$ cat src/rtl/bsl_pkg.sv
// shared constants, node record and sequencer states for the bucket sorter
// no dependencies; the interfaces, bsl_bucket and the top module refer to this package by scoped names
package bsl_pkg;

	localparam int MAX_ITEMS   = 32;
	localparam int VALUE_LIMIT = 64;

	// field widths fixed by the channel payloads
	localparam int KEY_W = 6;
	localparam int CNT_W = 6;
	localparam int BKT_W = 5;

	// node pointer width follows the node memory depth
	localparam int IDX_W = $clog2(MAX_ITEMS);

	// one entry of the node memory: key plus its forward link
	typedef struct packed {
		logic [KEY_W-1:0] key;
		logic             link_valid;
		logic [IDX_W-1:0] link;
	} node_t;

	typedef enum logic [2:0] {
		ST_IDLE,
		ST_HEAD,
		ST_HKEY,
		ST_WALK,
		ST_LINK,
		ST_SCAN,
		ST_EHEAD,
		ST_ENODE
	} state_t;

endpackage

$ cat src/rtl/bsl_if.sv
// valid/ready channel interfaces for keys in, sorted keys out and the count register
// depends on bsl_pkg for the field widths
interface bsl_key_if;
	logic                       valid;
	logic                       ready;
	logic [bsl_pkg::KEY_W-1:0]  value;

	modport source (output valid, output value, input ready);
	modport sink   (input valid, input value, output ready);
endinterface

interface bsl_sorted_if;
	logic                       valid;
	logic                       ready;
	logic [bsl_pkg::KEY_W-1:0]  sorted_value;
	logic [bsl_pkg::BKT_W-1:0]  bucket_index;
	logic                       last_flag;

	modport source (output valid, output sorted_value, output bucket_index,
		output last_flag, input ready);
	modport sink   (input valid, input sorted_value, input bucket_index,
		input last_flag, output ready);
endinterface

interface bsl_cfg_if;
	logic                       valid;
	logic                       ready;
	logic [bsl_pkg::CNT_W-1:0]  item_count;

	modport source (output valid, output item_count, input ready);
	modport sink   (input valid, input item_count, output ready);
endinterface

$ cat src/rtl/bsl_ram.sv
// generic single write port, single read port ram with registered read data
// no dependencies
module bsl_ram #(
	parameter int WIDTH = 8,
	parameter int DEPTH = 32
) (
	input  logic                     clk,
	input  logic                     we,
	input  logic [$clog2(DEPTH)-1:0] waddr,
	input  logic [WIDTH-1:0]         wdata,
	input  logic                     re,
	input  logic [$clog2(DEPTH)-1:0] raddr,
	output logic [WIDTH-1:0]         rdata
);

	logic [WIDTH-1:0] mem_q [DEPTH];

	// write port
	always_ff @(posedge clk) begin
		if (we) begin
			mem_q[waddr] <= wdata;
		end
	end

	// read port, data holds between reads
	always_ff @(posedge clk) begin
		if (re) begin
			rdata <= mem_q[raddr];
		end
	end

endmodule

$ cat src/rtl/bsl_bucket.sv
// bucket selection: key * count / VALUE_LIMIT, saturated to the last bucket in use
// depends on bsl_pkg
module bsl_bucket (
	input  logic [bsl_pkg::KEY_W-1:0] value,
	input  logic [bsl_pkg::CNT_W-1:0] active_cnt,
	output logic [bsl_pkg::BKT_W-1:0] bucket
);

	localparam int PROD_W = bsl_pkg::KEY_W + bsl_pkg::CNT_W;

	logic [PROD_W-1:0] prod;
	logic [PROD_W-1:0] quot;
	logic [PROD_W-1:0] cnt_ext;

	// scale the key into the bucket range
	always_comb begin
		prod    = PROD_W'(value) * PROD_W'(active_cnt);
		quot    = prod / PROD_W'(bsl_pkg::VALUE_LIMIT);
		cnt_ext = PROD_W'(active_cnt);
		if (quot >= cnt_ext) begin
			bucket = bsl_pkg::BKT_W'(cnt_ext - PROD_W'(1));
		end else begin
			bucket = bsl_pkg::BKT_W'(quot);
		end
	end

endmodule

$ cat src/rtl/bucket_sort_linked_buckets.sv
// Bucket sorter with linked buckets. Load item_count keys one request at a time; each
// key is linked in ascending order into bucket key*count/VALUE_LIMIT, kept in a node
// memory (key plus next pointer) and a bucket head memory, both with one read port.
// A key into an empty bucket is written as the bucket's head; otherwise the head node is
// read, a key not above the head key becomes the new head, and else the block walks the
// bucket and links the key after the last entry not above it: each step of the walk
// is one read of the node memory. After the last key of the run is inserted the block
// streams out all keys, bucket 0 first, last_flag on the final one; a stall on the
// output holds the streamout. No key request is taken during the streamout, and writing
// item_count (taken only between requests) abandons the run in progress.
module bucket_sort_linked_buckets (
	input logic             clk,
	input logic             arst_n,
	bsl_key_if.sink         keys,
	bsl_sorted_if.source    sorted,
	bsl_cfg_if.sink         cfg
);

	localparam int NODE_W = $bits(bsl_pkg::node_t);

	bsl_pkg::state_t              state_q, state_d;
	logic [bsl_pkg::CNT_W-1:0]    item_count_q;
	logic [bsl_pkg::CNT_W-1:0]    loaded_q;
	logic [bsl_pkg::CNT_W-1:0]    loaded_inc;
	logic [bsl_pkg::CNT_W-1:0]    active_cnt;
	logic [bsl_pkg::MAX_ITEMS-1:0] hv_q;
	logic [bsl_pkg::MAX_ITEMS-1:0] hv_above;

	// item being inserted
	logic [bsl_pkg::KEY_W-1:0]    v_q;
	logic [bsl_pkg::BKT_W-1:0]    b_q;
	logic [bsl_pkg::IDX_W-1:0]    k_q;
	logic [bsl_pkg::IDX_W-1:0]    prev_q;
	bsl_pkg::node_t               prev_node_q;
	logic [bsl_pkg::BKT_W-1:0]    b_in;

	// streamout
	logic [bsl_pkg::BKT_W-1:0]    scan_q;
	logic                         out_valid_q;
	logic [bsl_pkg::KEY_W-1:0]    out_key_q;
	logic [bsl_pkg::BKT_W-1:0]    out_bkt_q;
	logic                         out_last_q;

	// memory ports
	logic                         head_we, head_re;
	logic [bsl_pkg::BKT_W-1:0]    head_wa, head_ra;
	logic [bsl_pkg::IDX_W-1:0]    head_wd, head_rd;
	logic                         node_we, node_re;
	logic [bsl_pkg::IDX_W-1:0]    node_wa, node_ra;
	bsl_pkg::node_t               node_wd, node_rd;

	// sequencer strobes
	logic key_acc, cfg_acc;
	logic head_set, take_head, step_prev, ins_done, emit_load, emit_last, emit_done;
	logic scan_inc;

	// keys per run, clamped to the supported range
	always_comb begin
		if (item_count_q == '0) begin
			active_cnt = bsl_pkg::CNT_W'(1);
		end else if (item_count_q > bsl_pkg::CNT_W'(bsl_pkg::MAX_ITEMS)) begin
			active_cnt = bsl_pkg::CNT_W'(bsl_pkg::MAX_ITEMS);
		end else begin
			active_cnt = item_count_q;
		end
	end

	bsl_bucket u_bucket (
		.value      (keys.value),
		.active_cnt (active_cnt),
		.bucket     (b_in)
	);

	bsl_ram #(.WIDTH(bsl_pkg::IDX_W), .DEPTH(bsl_pkg::MAX_ITEMS)) u_head_ram (
		.clk   (clk),
		.we    (head_we),
		.waddr (head_wa),
		.wdata (head_wd),
		.re    (head_re),
		.raddr (head_ra),
		.rdata (head_rd)
	);

	bsl_ram #(.WIDTH(NODE_W), .DEPTH(bsl_pkg::MAX_ITEMS)) u_node_ram (
		.clk   (clk),
		.we    (node_we),
		.waddr (node_wa),
		.wdata (node_wd),
		.re    (node_re),
		.raddr (node_ra),
		.rdata (node_rd)
	);

	// handshakes
	assign cfg.ready  = (state_q == bsl_pkg::ST_IDLE);
	assign keys.ready = (state_q == bsl_pkg::ST_IDLE) && !cfg.valid;
	assign key_acc    = keys.valid && keys.ready;
	assign cfg_acc    = cfg.valid && cfg.ready;

	assign sorted.valid        = out_valid_q;
	assign sorted.sorted_value = out_key_q;
	assign sorted.bucket_index = out_bkt_q;
	assign sorted.last_flag    = out_last_q;

	assign loaded_inc = loaded_q + bsl_pkg::CNT_W'(1);
	// non-empty buckets after the one being streamed
	assign hv_above   = (hv_q >> scan_q) >> 1;
	assign emit_last  = !node_rd.link_valid && (hv_above == '0);

	// next state and memory control
	always_comb begin
		state_d   = state_q;
		head_we   = 1'b0;
		head_wa   = b_q;
		head_wd   = k_q;
		head_re   = 1'b0;
		head_ra   = b_in;
		node_we   = 1'b0;
		node_wa   = k_q;
		node_wd   = '{key: v_q, link_valid: 1'b0, link: '0};
		node_re   = 1'b0;
		node_ra   = node_rd.link;
		head_set  = 1'b0;
		take_head = 1'b0;
		step_prev = 1'b0;
		ins_done  = 1'b0;
		emit_load = 1'b0;
		emit_done = 1'b0;
		scan_inc  = 1'b0;
		case (state_q)
			bsl_pkg::ST_IDLE: begin
				if (key_acc) begin
					head_re = 1'b1;
					state_d = bsl_pkg::ST_HEAD;
				end
			end
			// empty bucket: new node becomes the head, else fetch the head node
			bsl_pkg::ST_HEAD: begin
				if (!hv_q[b_q]) begin
					head_we  = 1'b1;
					head_set = 1'b1;
					node_we  = 1'b1;
					ins_done = 1'b1;
				end else begin
					node_re   = 1'b1;
					node_ra   = head_rd;
					take_head = 1'b1;
					state_d   = bsl_pkg::ST_HKEY;
				end
			end
			// compare against the head key
			bsl_pkg::ST_HKEY: begin
				if (v_q <= node_rd.key) begin
					node_we  = 1'b1;
					node_wd  = '{key: v_q, link_valid: 1'b1, link: prev_q};
					head_we  = 1'b1;
					ins_done = 1'b1;
				end else if (node_rd.link_valid) begin
					node_re = 1'b1;
					state_d = bsl_pkg::ST_WALK;
				end else begin
					node_we = 1'b1;
					node_wd = '{key: v_q, link_valid: 1'b0, link: node_rd.link};
					state_d = bsl_pkg::ST_LINK;
				end
			end
			// node_rd is the successor of prev; stop before the first greater key
			bsl_pkg::ST_WALK: begin
				if (node_rd.key > v_q) begin
					node_we = 1'b1;
					node_wd = '{key: v_q, link_valid: prev_node_q.link_valid,
						link: prev_node_q.link};
					state_d = bsl_pkg::ST_LINK;
				end else begin
					step_prev = 1'b1;
					if (node_rd.link_valid) begin
						node_re = 1'b1;
					end else begin
						node_we = 1'b1;
						node_wd = '{key: v_q, link_valid: 1'b0, link: node_rd.link};
						state_d = bsl_pkg::ST_LINK;
					end
				end
			end
			// point the predecessor at the new node
			bsl_pkg::ST_LINK: begin
				node_we  = 1'b1;
				node_wa  = prev_q;
				node_wd  = '{key: prev_node_q.key, link_valid: 1'b1, link: k_q};
				ins_done = 1'b1;
			end
			// find the next non-empty bucket
			bsl_pkg::ST_SCAN: begin
				if (hv_q[scan_q]) begin
					head_re = 1'b1;
					head_ra = scan_q;
					state_d = bsl_pkg::ST_EHEAD;
				end else begin
					scan_inc = 1'b1;
				end
			end
			bsl_pkg::ST_EHEAD: begin
				node_re = 1'b1;
				node_ra = head_rd;
				state_d = bsl_pkg::ST_ENODE;
			end
			// hand one key to the output register, then follow its link
			bsl_pkg::ST_ENODE: begin
				if (!out_valid_q || sorted.ready) begin
					emit_load = 1'b1;
					if (node_rd.link_valid) begin
						node_re = 1'b1;
					end else if (emit_last) begin
						emit_done = 1'b1;
						state_d   = bsl_pkg::ST_IDLE;
					end else begin
						scan_inc = 1'b1;
						state_d  = bsl_pkg::ST_SCAN;
					end
				end
			end
			default: begin
				state_d = bsl_pkg::ST_IDLE;
			end
		endcase
		// end of an insertion: wait for the next key or start the streamout
		if (ins_done) begin
			if (loaded_inc == active_cnt) begin
				state_d = bsl_pkg::ST_SCAN;
			end else begin
				state_d = bsl_pkg::ST_IDLE;
			end
		end
	end

	// state register
	always_ff @(posedge clk or negedge arst_n) begin
		if (!arst_n) begin
			state_q <= bsl_pkg::ST_IDLE;
		end else begin
			state_q <= state_d;
		end
	end

	// control state: count register, fill count, head valid bits, output valid
	always_ff @(posedge clk or negedge arst_n) begin
		if (!arst_n) begin
			item_count_q <= bsl_pkg::CNT_W'(1);
			loaded_q     <= '0;
			hv_q         <= '0;
			out_valid_q  <= 1'b0;
		end else begin
			if (cfg_acc) begin
				item_count_q <= cfg.item_count;
				loaded_q     <= '0;
				hv_q         <= '0;
			end else if (emit_done) begin
				loaded_q <= '0;
				hv_q     <= '0;
			end else begin
				if (ins_done) begin
					loaded_q <= loaded_inc;
				end
				if (head_set) begin
					hv_q[b_q] <= 1'b1;
				end
			end
			if (emit_load) begin
				out_valid_q <= 1'b1;
			end else if (sorted.ready) begin
				out_valid_q <= 1'b0;
			end
		end
	end

	// working registers of the insertion and the streamout
	always_ff @(posedge clk) begin
		if (key_acc) begin
			v_q <= keys.value;
			b_q <= b_in;
			k_q <= bsl_pkg::IDX_W'(loaded_q);
		end
		if (take_head) begin
			prev_q <= head_rd;
		end else if (step_prev) begin
			prev_q <= prev_node_q.link;
		end
		if (state_q == bsl_pkg::ST_HKEY || step_prev) begin
			prev_node_q <= node_rd;
		end
		if (ins_done) begin
			scan_q <= '0;
		end else if (scan_inc) begin
			scan_q <= scan_q + bsl_pkg::BKT_W'(1);
		end
		if (emit_load) begin
			out_key_q  <= node_rd.key;
			out_bkt_q  <= scan_q;
			out_last_q <= emit_last;
		end
	end

	// the fill count never reaches the run length while waiting for a key
	a_loaded_bound: assert property (@(posedge clk) disable iff (!arst_n)
		(state_q == bsl_pkg::ST_IDLE) |-> (loaded_q < active_cnt))
		else $error("fill count reached run length while idle");

	// every node passed during the walk holds a key not above the new one
	a_walk_order: assert property (@(posedge clk) disable iff (!arst_n)
		(state_q == bsl_pkg::ST_WALK) |-> (prev_node_q.key <= v_q))
		else $error("walk passed a greater key");

	// the node memory is never read and written at one entry in the same cycle
	a_node_rw: assert property (@(posedge clk) disable iff (!arst_n)
		!(node_we && node_re && (node_wa == node_ra)))
		else $error("node memory read and write collide");

	// the final key leaves the buckets empty and the block idle
	a_run_clear: assert property (@(posedge clk) disable iff (!arst_n)
		emit_done |=> (hv_q == '0) && (loaded_q == '0) && (state_q == bsl_pkg::ST_IDLE))
		else $error("buckets not cleared after the final key");

endmodule
$ cat src/flat_wrapper.sv
// flat-port wrapper written by rule: the top's interface ports become plain ports
module bucket_sort_linked_buckets_flat 
  (clk, arst_n, keys_valid, keys_value, keys_ready, sorted_valid, sorted_sorted_value, sorted_bucket_index, sorted_last_flag, sorted_ready, cfg_valid, cfg_item_count, cfg_ready);
  bsl_key_if keys_i ();
  bsl_sorted_if sorted_i ();
  bsl_cfg_if cfg_i ();
  input logic clk;
  input logic arst_n;
  input wire logic [$bits(keys_i.valid)-1:0] keys_valid;
  input wire logic [$bits(keys_i.value)-1:0] keys_value;
  output wire logic [$bits(keys_i.ready)-1:0] keys_ready;
  output wire logic [$bits(sorted_i.valid)-1:0] sorted_valid;
  output wire logic [$bits(sorted_i.sorted_value)-1:0] sorted_sorted_value;
  output wire logic [$bits(sorted_i.bucket_index)-1:0] sorted_bucket_index;
  output wire logic [$bits(sorted_i.last_flag)-1:0] sorted_last_flag;
  input wire logic [$bits(sorted_i.ready)-1:0] sorted_ready;
  input wire logic [$bits(cfg_i.valid)-1:0] cfg_valid;
  input wire logic [$bits(cfg_i.item_count)-1:0] cfg_item_count;
  output wire logic [$bits(cfg_i.ready)-1:0] cfg_ready;
  assign keys_i.valid = keys_valid;
  assign keys_i.value = keys_value;
  assign keys_ready = keys_i.ready;
  assign sorted_valid = sorted_i.valid;
  assign sorted_sorted_value = sorted_i.sorted_value;
  assign sorted_bucket_index = sorted_i.bucket_index;
  assign sorted_last_flag = sorted_i.last_flag;
  assign sorted_i.ready = sorted_ready;
  assign cfg_i.valid = cfg_valid;
  assign cfg_i.item_count = cfg_item_count;
  assign cfg_ready = cfg_i.ready;
  bucket_sort_linked_buckets u_core (.clk(clk), .arst_n(arst_n), .keys(keys_i), .sorted(sorted_i), .cfg(cfg_i));
endmodule
$ cat config.mk
export PLATFORM = sky130hd
export DESIGN_NAME = bucket_sort_linked_buckets_flat
export DESIGN_NICKNAME = d
export VERILOG_FILES = /design/src/rtl/bsl_pkg.sv /design/src/rtl/bsl_if.sv /design/src/rtl/bsl_ram.sv /design/src/rtl/bsl_bucket.sv /design/src/rtl/bucket_sort_linked_buckets.sv /design/src/flat_wrapper.sv
export SDC_FILE = /design/constraint.sdc
export NUM_CORES = 1
export LEC_CHECK = 0
export BUFFER_PORTS_ARGS = -buffer_cell sky130_fd_sc_hd__buf_2
export CAP_MARGIN = 0
export CORE_MARGIN = 2
export CORE_UTILIZATION = 30
export CTS_CLUSTER_DIAMETER = 30
export DETAILED_ROUTE_END_ITERATION = 12
export PLACE_DENSITY = 0.47
export SYNTH_ARGS = -nofsm -noshare
export SYNTH_HDL_FRONTEND = slang
export SYNTH_HIERARCHICAL = 1
export SYNTH_SLANG_ARGS = --single-unit
$ cat constraint.sdc
create_clock -name clk -period 8 [get_ports clk]
set_input_delay 0.4 -clock clk [delete_from_list [all_inputs] [get_ports clk]]
set_output_delay 0.4 -clock clk [all_outputs]
set_load 0.05 [all_outputs]
; Yosys cells after proc, flatten, opt, wreduce, memory -nomap -nowiden
; Memory sizes are Yosys's and may differ from the RTL's. A register that Yosys moved wholly into a read port is not among the register bits.
; Index checks and enable logic that the tools add are counted.
[word_totals]
ff_bits = 98
ram_bits = 544
in_bits = 17
output_inout_bits = 15
elab_cells = 142
n_memories = 2
[mem_list]
columns = name, depth, width, read_ports, rd_clocked_by_memory_dff, write_ports, line_no
row1 = u_core.u_node_ram.mem_q, 32, 12, 1, 1, 1, bsl_ram.sv:16  ; logic [WIDTH-1:0] mem_q [DEPTH];
row2 = u_core.u_head_ram.mem_q, 32, 5, 1, 1, 1, bsl_ram.sv:16
[op_classes]
add_sub_neg = 3
mul = 1
order_cmp = 7
n_eq_ne = 15
shift = 1
mux = 77
n_bitwise = 1
n_reduce_logical = 19
[ops]
columns = op, count
row1 = two-way mux 32 bit, 3
row2 = two-way mux 6 bit, 7
row3 = two-way mux 5 bit, 8
row4 = two-way mux 3 bit, 12
row5 = one-hot mux 12 bit (3 select lines), 1
row6 = two-way mux 1 bit, 35
row7 = zero test 32 bit, 1
row8 = bitwise OR 32 bit, 1
row9 = right shift 32 x 5 -> 32 bit, 1
row10 = one-hot mux 3 bit (7 select lines), 1
row11 = "== test 3 bit, second input constant", 4
row12 = "less-than comparator 5 x 6 -> 1 bit, second input constant", 2
row13 = multiplier 6 x 6 -> 12 bit, 1
row14 = binary-select mux 1 bit (select 5 bit), 2
row15 = one-hot mux 5 bit (2 select lines), 1
row16 = "!= test 3 x 1 -> 1 bit, second input constant", 3
row17 = AND reduction 8 bit, 1
row18 = nonzero test 8 bit, 1
row19 = "adder 6 x 1 -> 6 bit, second input constant", 1
row20 = "== test 3 x 2 -> 1 bit, second input constant", 2
row21 = == test 6 bit, 1
row22 = greater-or-equal comparator 6 bit, 1
row23 = greater-than comparator 6 bit, 1
row24 = "greater-than comparator 6 bit, second input constant", 1
row25 = other kinds (20), 32

; Depth between registers and ports, before layout
[logic_depth]
ltp_word = 9
depth_mapped = 27
mapped_depth_nobuf = 25

; By module
; Netlist, hierarchy kept.
[by_module_without_submodules]
columns = mod, n_inst, cells_each, area_per_inst_um2, seq_area_each_um2
row1 = bsl_ram at u_core.u_node_ram, 1, 868, 15588.7, 11891.4
row2 = bucket_sort_linked_buckets, 1, 641, 6448.7, 2653.8
row3 = bsl_ram at u_core.u_head_ram, 1, 277, 6394.9, 4954.8
row4 = bsl_bucket, 1, 154, 1258.7, 0.0

; Least setup slack after synthesis
; No wires, ideal clock.
[synth_path]
path_type = register to register
startpoint = reg u_core/item_count_q[1] (netlist bit)
endpoint = reg u_core.u_head_ram.rdata[0], read port of u_core.u_head_ram.mem_q (data pin)
setup_time_ps = 260
arrival_time_ps = 6531
required_ps = 7740
path_slack_ps = 1209
path_stages_with_launch = 27
n_path_buf = 2
period_less_slack_ps = 6791
cell_sequence = dfrtp_1 -> nor4_1 -> nor2_1 -> nor2_1 -> and2_1 -> fa_1 -> inv_1 -> fa_1 -> fa_1 -> inv_1 -> ha_1 -> a21oi_2 -> nor2_2 -> o31ai_1 -> nor3b_2 -> nor2_1 -> ha_1 -> a21o_1 -> a21oi_1 -> o21ai_1 -> o21ai_0 -> mux2_2 -> clkbuf_1 -> buf_2 -> mux4_2 -> mux4_2 -> mux2_2
[synth_via]
elab_chain_len = 8
elab_cells_between_ends = 10
classes_between = add/sub (1) / mul (1) / order compare (2) / mux (5) / reduce/logical (1)
[synth_rtl]
columns = item, line_no
row1 = from (decl), bucket_sort_linked_buckets.sv:22  ; logic [bsl_pkg::CNT_W-1:0] item_count_q;
row2 = from (signal assigned), bucket_sort_linked_buckets.sv:248  ; item_count_q <= bsl_pkg::CNT_W'(1);
row3 = from (signal assigned), bucket_sort_linked_buckets.sv:254  ; item_count_q <= cfg.item_count;
row4 = greater-than comparator 6 bit, bucket_sort_linked_buckets.sv:61  ; end else if (item_count_q > bsl_pkg::CNT_W'(bsl_pkg::MAX_ITEMS)) begin
row5 = two-way mux 6 bit, bucket_sort_linked_buckets.sv:61
row6 = two-way mux 6 bit (*), bucket_sort_linked_buckets.sv:59  ; if (item_count_q == '0) begin
row7 = "named net u_core.active_cnt, one bit", bucket_sort_linked_buckets.sv:25  ; logic [bsl_pkg::CNT_W-1:0] active_cnt;
row8 = multiplier 6 x 6 -> 12 bit, bsl_bucket.sv:17  ; prod = PROD_W'(value) * PROD_W'(active_cnt);
row9 = greater-or-equal comparator 6 bit, bsl_bucket.sv:20  ; if (quot >= cnt_ext) begin
row10 = two-way mux 5 bit (*), bsl_bucket.sv:20
row11 = "named net u_core.b_in, one bit", bucket_sort_linked_buckets.sv:35  ; logic [bsl_pkg::BKT_W-1:0] b_in;
row12 = two-way mux 5 bit, bucket_sort_linked_buckets.sv:194  ; if (hv_q[scan_q]) begin
row13 = two-way mux 5 bit (*), bucket_sort_linked_buckets.sv:130  ; case (state_q)
row14 = "named net u_core.head_ra, one bit", bucket_sort_linked_buckets.sv:46  ; logic [bsl_pkg::BKT_W-1:0] head_wa, head_ra;
row15 = to (decl), bsl_ram.sv:13  ; output logic [WIDTH-1:0] rdata
; Mark *: on every way through the listed nets, which the timed path passes. The rest lies on a longest branch.
; A chain may end at the register's enable or synchronous reset.

; Final worst setup path
[layout_path]
startpoint = reg u_core/item_count_q[5] (netlist bit)
endpoint = reg u_core.u_head_ram.rdata[0], read port of u_core.u_head_ram.mem_q (data pin)
; The elaborated chain is that of the path after synthesis.

==> flow_metrics.py <==
metrics = {
    "routing": {
        "first_pass_iters": 6,
        "wl_per_cell_um": 22.91,
        "final_antenna_net_count": 0,
        "vias_per_cell": 5.060,
        "wirelength_um": 79890,
        "drt_iter0_drc": 1424,
        "vias": 17650,
        "drc": 0,
    },
    "critical_path": {
        "cp-end-kind": "flop",
        "reg2regPathDepth": 23,
        "worst_ep_required_time_ns": 8.45,
        "r2r_setup_slack_ns": 0.52,
        "arrival_ns": 7.93,
        "critPathLaunchType": "flop",
        "r2r-start": "u_core/item_count_q[5]",
        "rr_endpoint": "u_core/u_head_ram/rdata[0]",
        "crit_type": "flop to flop",
        "path_max_fanout": 40,
    },
    "yosys": {
        "synth_fp_nets": 2005,
        "synth_top_area_share_pct": 61.29,
        "ys.flop_type": "edfxtp_1",
        "synthCells": 1940,
        "synth_area_leaders": "edfxtp_1 (61%), mux2i_1 (7.8%), mux4_2 (5.4%)",
        "avgSynthCellArea_um2": 15.30,
        "synth_seq_cells": 659,
        "synth-edff-count": 606,
        "yosysMostFrequentCell": "edfxtp_1",
        "synth_top_area_cell": "edfxtp_1",
        "synthTopCellsByCount": "edfxtp_1 (606), mux2i_1 (231), nor2_1 (132)",
        "synth.distinct_cells": 79,
        "synth.cell_area_mm2": 0.02969,
        "ys_seq_area_share_pct": 65.68,
        "async_flop_share_pct": 7.284,
        "synth_warnings": 6,
    },
    "power_and_ir_drop": {
        "leakagePower_nw": 13.04,
        "totalPowerFinal_mw": 19.19,
        "ir_drop_mv": 0.5232,
        "cellPowerDensity_mw_per_mm2": 529.1,
    },
    "clocking": {
        "cts_setup_buffers": 0,
        "numClockSinks": 659,
        "root_buffer": "clkbuf_16",
        "cts_tree": "done",
        "clk_pin_slew_ns": 0.05,
        "post_cts_resized": 0,
        "htree_levels": 4,
        "cts_buffers": 140,
        "cts_hold_buf": 13,
        "clock_path_buffers": 3,
        "clk_latency_ns": 0.72,
    },
    "sta": {
        "hold_violations": 0,
        "skew_ns": 0.02950,
        "slew_viol_final": 0,
        "finalSetupTns_ns": 0,
        "period_share_pct": 93.44,
        "rsz0062_at_grt": "no",
        "setup_viol": 0,
        "tightest_slew_ns": 1.248,
        "period_needed_ns": 7.476,
        "fmax_mhz": 133.8,
        "relSlewSlack_pct": 16.49,
    },
    "layout": {
        "antennaDiodeCount": 0,
        "fin_nets": 2150,
        "final_area_mm2": 0.03628,
        "stdcell_count": 3487,
        "syn_to_final_growth_pct": 22.18,
        "drive_above_1_share_pct": 21.36,
    },
    "hold_path": {
        "hold_class": "primary input to flop",
        "hp-start": "keys_valid",
        "holdPathStages": 3,
        "worstHoldEndpoint": "u_core/b_q[2]",
    },
    "global_routing": {
        "grt_use_total_pct": 15.75,
        "grt_max_degree": 70,
        "antenna_found_initial": 0,
        "grt_pass1_wl_um": 119100,
        "grt_pass1_vias": 17970,
        "grt-ovfl-total": 0,
    },
    "run": {
        "cap_viol_max_count": 0,
    },
    "floorplan": {
        "die_x_um": 318.6,
        "coreArea_mm2": 0.09828,
        "io_pins": 32,
        "die_h_um": 318.6,
        "die_area_mm2": 0.1015,
        "row_count": 115,
        "initial_core_util_pct": 30.21,
    },
    "status": {
        "status": "finished clean",
    },
    "place": {
        "dpl-instance-area_mm2": 0.03141,
        "portBuffers": 31,
        "dp_hpwl_um": 50240,
        "gp_congestion": 0.8895,
        "dp_cells": 3217,
    },
}
## worst max-delay path: stages (launching register included)
cell and delay [ns]:
dfrtp_1 0.59, nand2b_1 0.23, inv_1 0.18, and2_1 0.23, fa_1 0.54, inv_1 0.05
fa_1 0.46, fa_1 0.54, inv_1 0.04, ha_1 0.31, a21oi_2 0.19, nor2_2 0.06
o31ai_1 0.41, nor3b_2 0.28, nor2_1 0.06, ha_1 0.28, a21o_1 0.16, a21oi_1 0.13
o21ai_1 0.12, mux2_2 0.31, mux2_2 0.83, mux4_2 0.43, mux4_2 0.51, mux2_2 0.29
## placed cells by master, fill, tap and decap left out, types with 15 or more instances in the layout
master	n
clkinv_2	29
clkbuf_1	15
ha_1	32
clkinv_1	21
buf_2	31
mux2_2	33
fa_1	16
a22o_1	24
o21ai_0	25
bufinv_16	20
mux4_2	71
inv_1	58
nand3_1	41
nor3_1	31
buf_4	61
a31oi_1	17
nand4_1	20
a21oi_1	72
edfxtp_1	606
nand2b_1	16
nor2_1	128
dfrtp_1	47
mux2i_1	231
clkbuf_16	140
a22oi_1	57
nand2_1	93
and2_1	24
## final cells by class
type                       count  area [µm²]
clock inverter               100        1152
sequential                   659       19500
clock buffer                 157        3587
timing repair buffer         108       803.3
fill                        9134       62000
multi-input combinational   1117        9400
inverter                      59       221.5
tap                         1287        1610
## power by group
| part | switching (mW) | leakage, nW | internal (mW) |
|---|---|---|---|
| Combinational | 4.68 | 4.54 | 3.85 |
| Clock | 1.87 | 2.31 | 3.87 |
| Sequential | 0.389 | 6.19 | 4.53 |
| Total | 6.93 | 13.0 | 12.3 |
## how the worst max path moves through the flow
| stage | from | to | slack, ns | depth (start not counted) |
|---|---|---|---|---|
| finish | u_core/item_count_q[5] | u_core/u_head_ram/rdata[0] | 0.52 | 23 |
| global route | u_core/item_count_q[5] | u_core/u_head_ram/rdata[0] | 0.03 | 23 |
| CTS | u_core/item_count_q[5] | u_core/u_head_ram/rdata[0] | 0.49 | 23 |
| detailed placement | u_core/item_count_q[5] | u_core/u_head_ram/rdata[0] | 0.48 | 23 |
| global placement | u_core/item_count_q[5] | u_core/u_head_ram/rdata[4] | 0.64 | 23 |
| floorplan | u_core/item_count_q[1] | u_core/u_head_ram/rdata[0] | 1.21 | 26 |
## per-layer routing
| metal | up-vias | routed length [µm] | global-route usage, % |
|---|---|---|---|
| li1 | 7927 | - | - |
| met3 | 128 | 3853 | 2.906 |
| met1 | 9083 | 34900 | 20.74 |
| met2 | 507 | 38900 | 25.70 |
| met4 | 0 | 2234 | 6.256 |
| met5 | - | 0 | 0 |
## kinds of logic (layout without fill, tap and decap cells)
group           after synthesis  in the layout  synth area share [%]
mux                         335            335                 14.42
xor+xnor                     18             18                0.5310
flops                       659            659                 65.68
compound gates              281            281                 6.574
fa+ha+maj                    48             48                 2.427
buf+inv                     164            424                 3.089
simple gates                435            435                 7.278
## per-stage QoR
stage	worst slack (ns)	util (%)	hold slack (ns)
2_1_floorplan	1.209	-	0.1044
4_1_cts	0.4889	36.91	0.3312
3_3_place_gp	0.6444	31.96	0.4874
5_1_grt	0.02821	36.91	0.3557
3_5_place_dp	0.4775	31.96	0.4940
6_report	0.5245	36.91	0.3703
## flip-flops by register name, summed over array words and instances, names as in the netlist, 3 cells and up
signal	count
u_core/u_node_ram/mem_q	384
u_core/u_head_ram/mem_q	160
u_core/hv_q	32
u_core/prev_node_q	12
u_core/u_node_ram/rdata	12
u_core/item_count_q	6
u_core/loaded_q	6
u_core/sorted.sorted_value	6
u_core/v_q	6
u_core/b_q	5
u_core/head_wd	5
u_core/prev_q	5
u_core/scan_q	5
u_core/sorted.bucket_index	5
u_core/u_head_ram/rdata	5
u_core/state_q	3
Power figures use the tool's default switching activity.
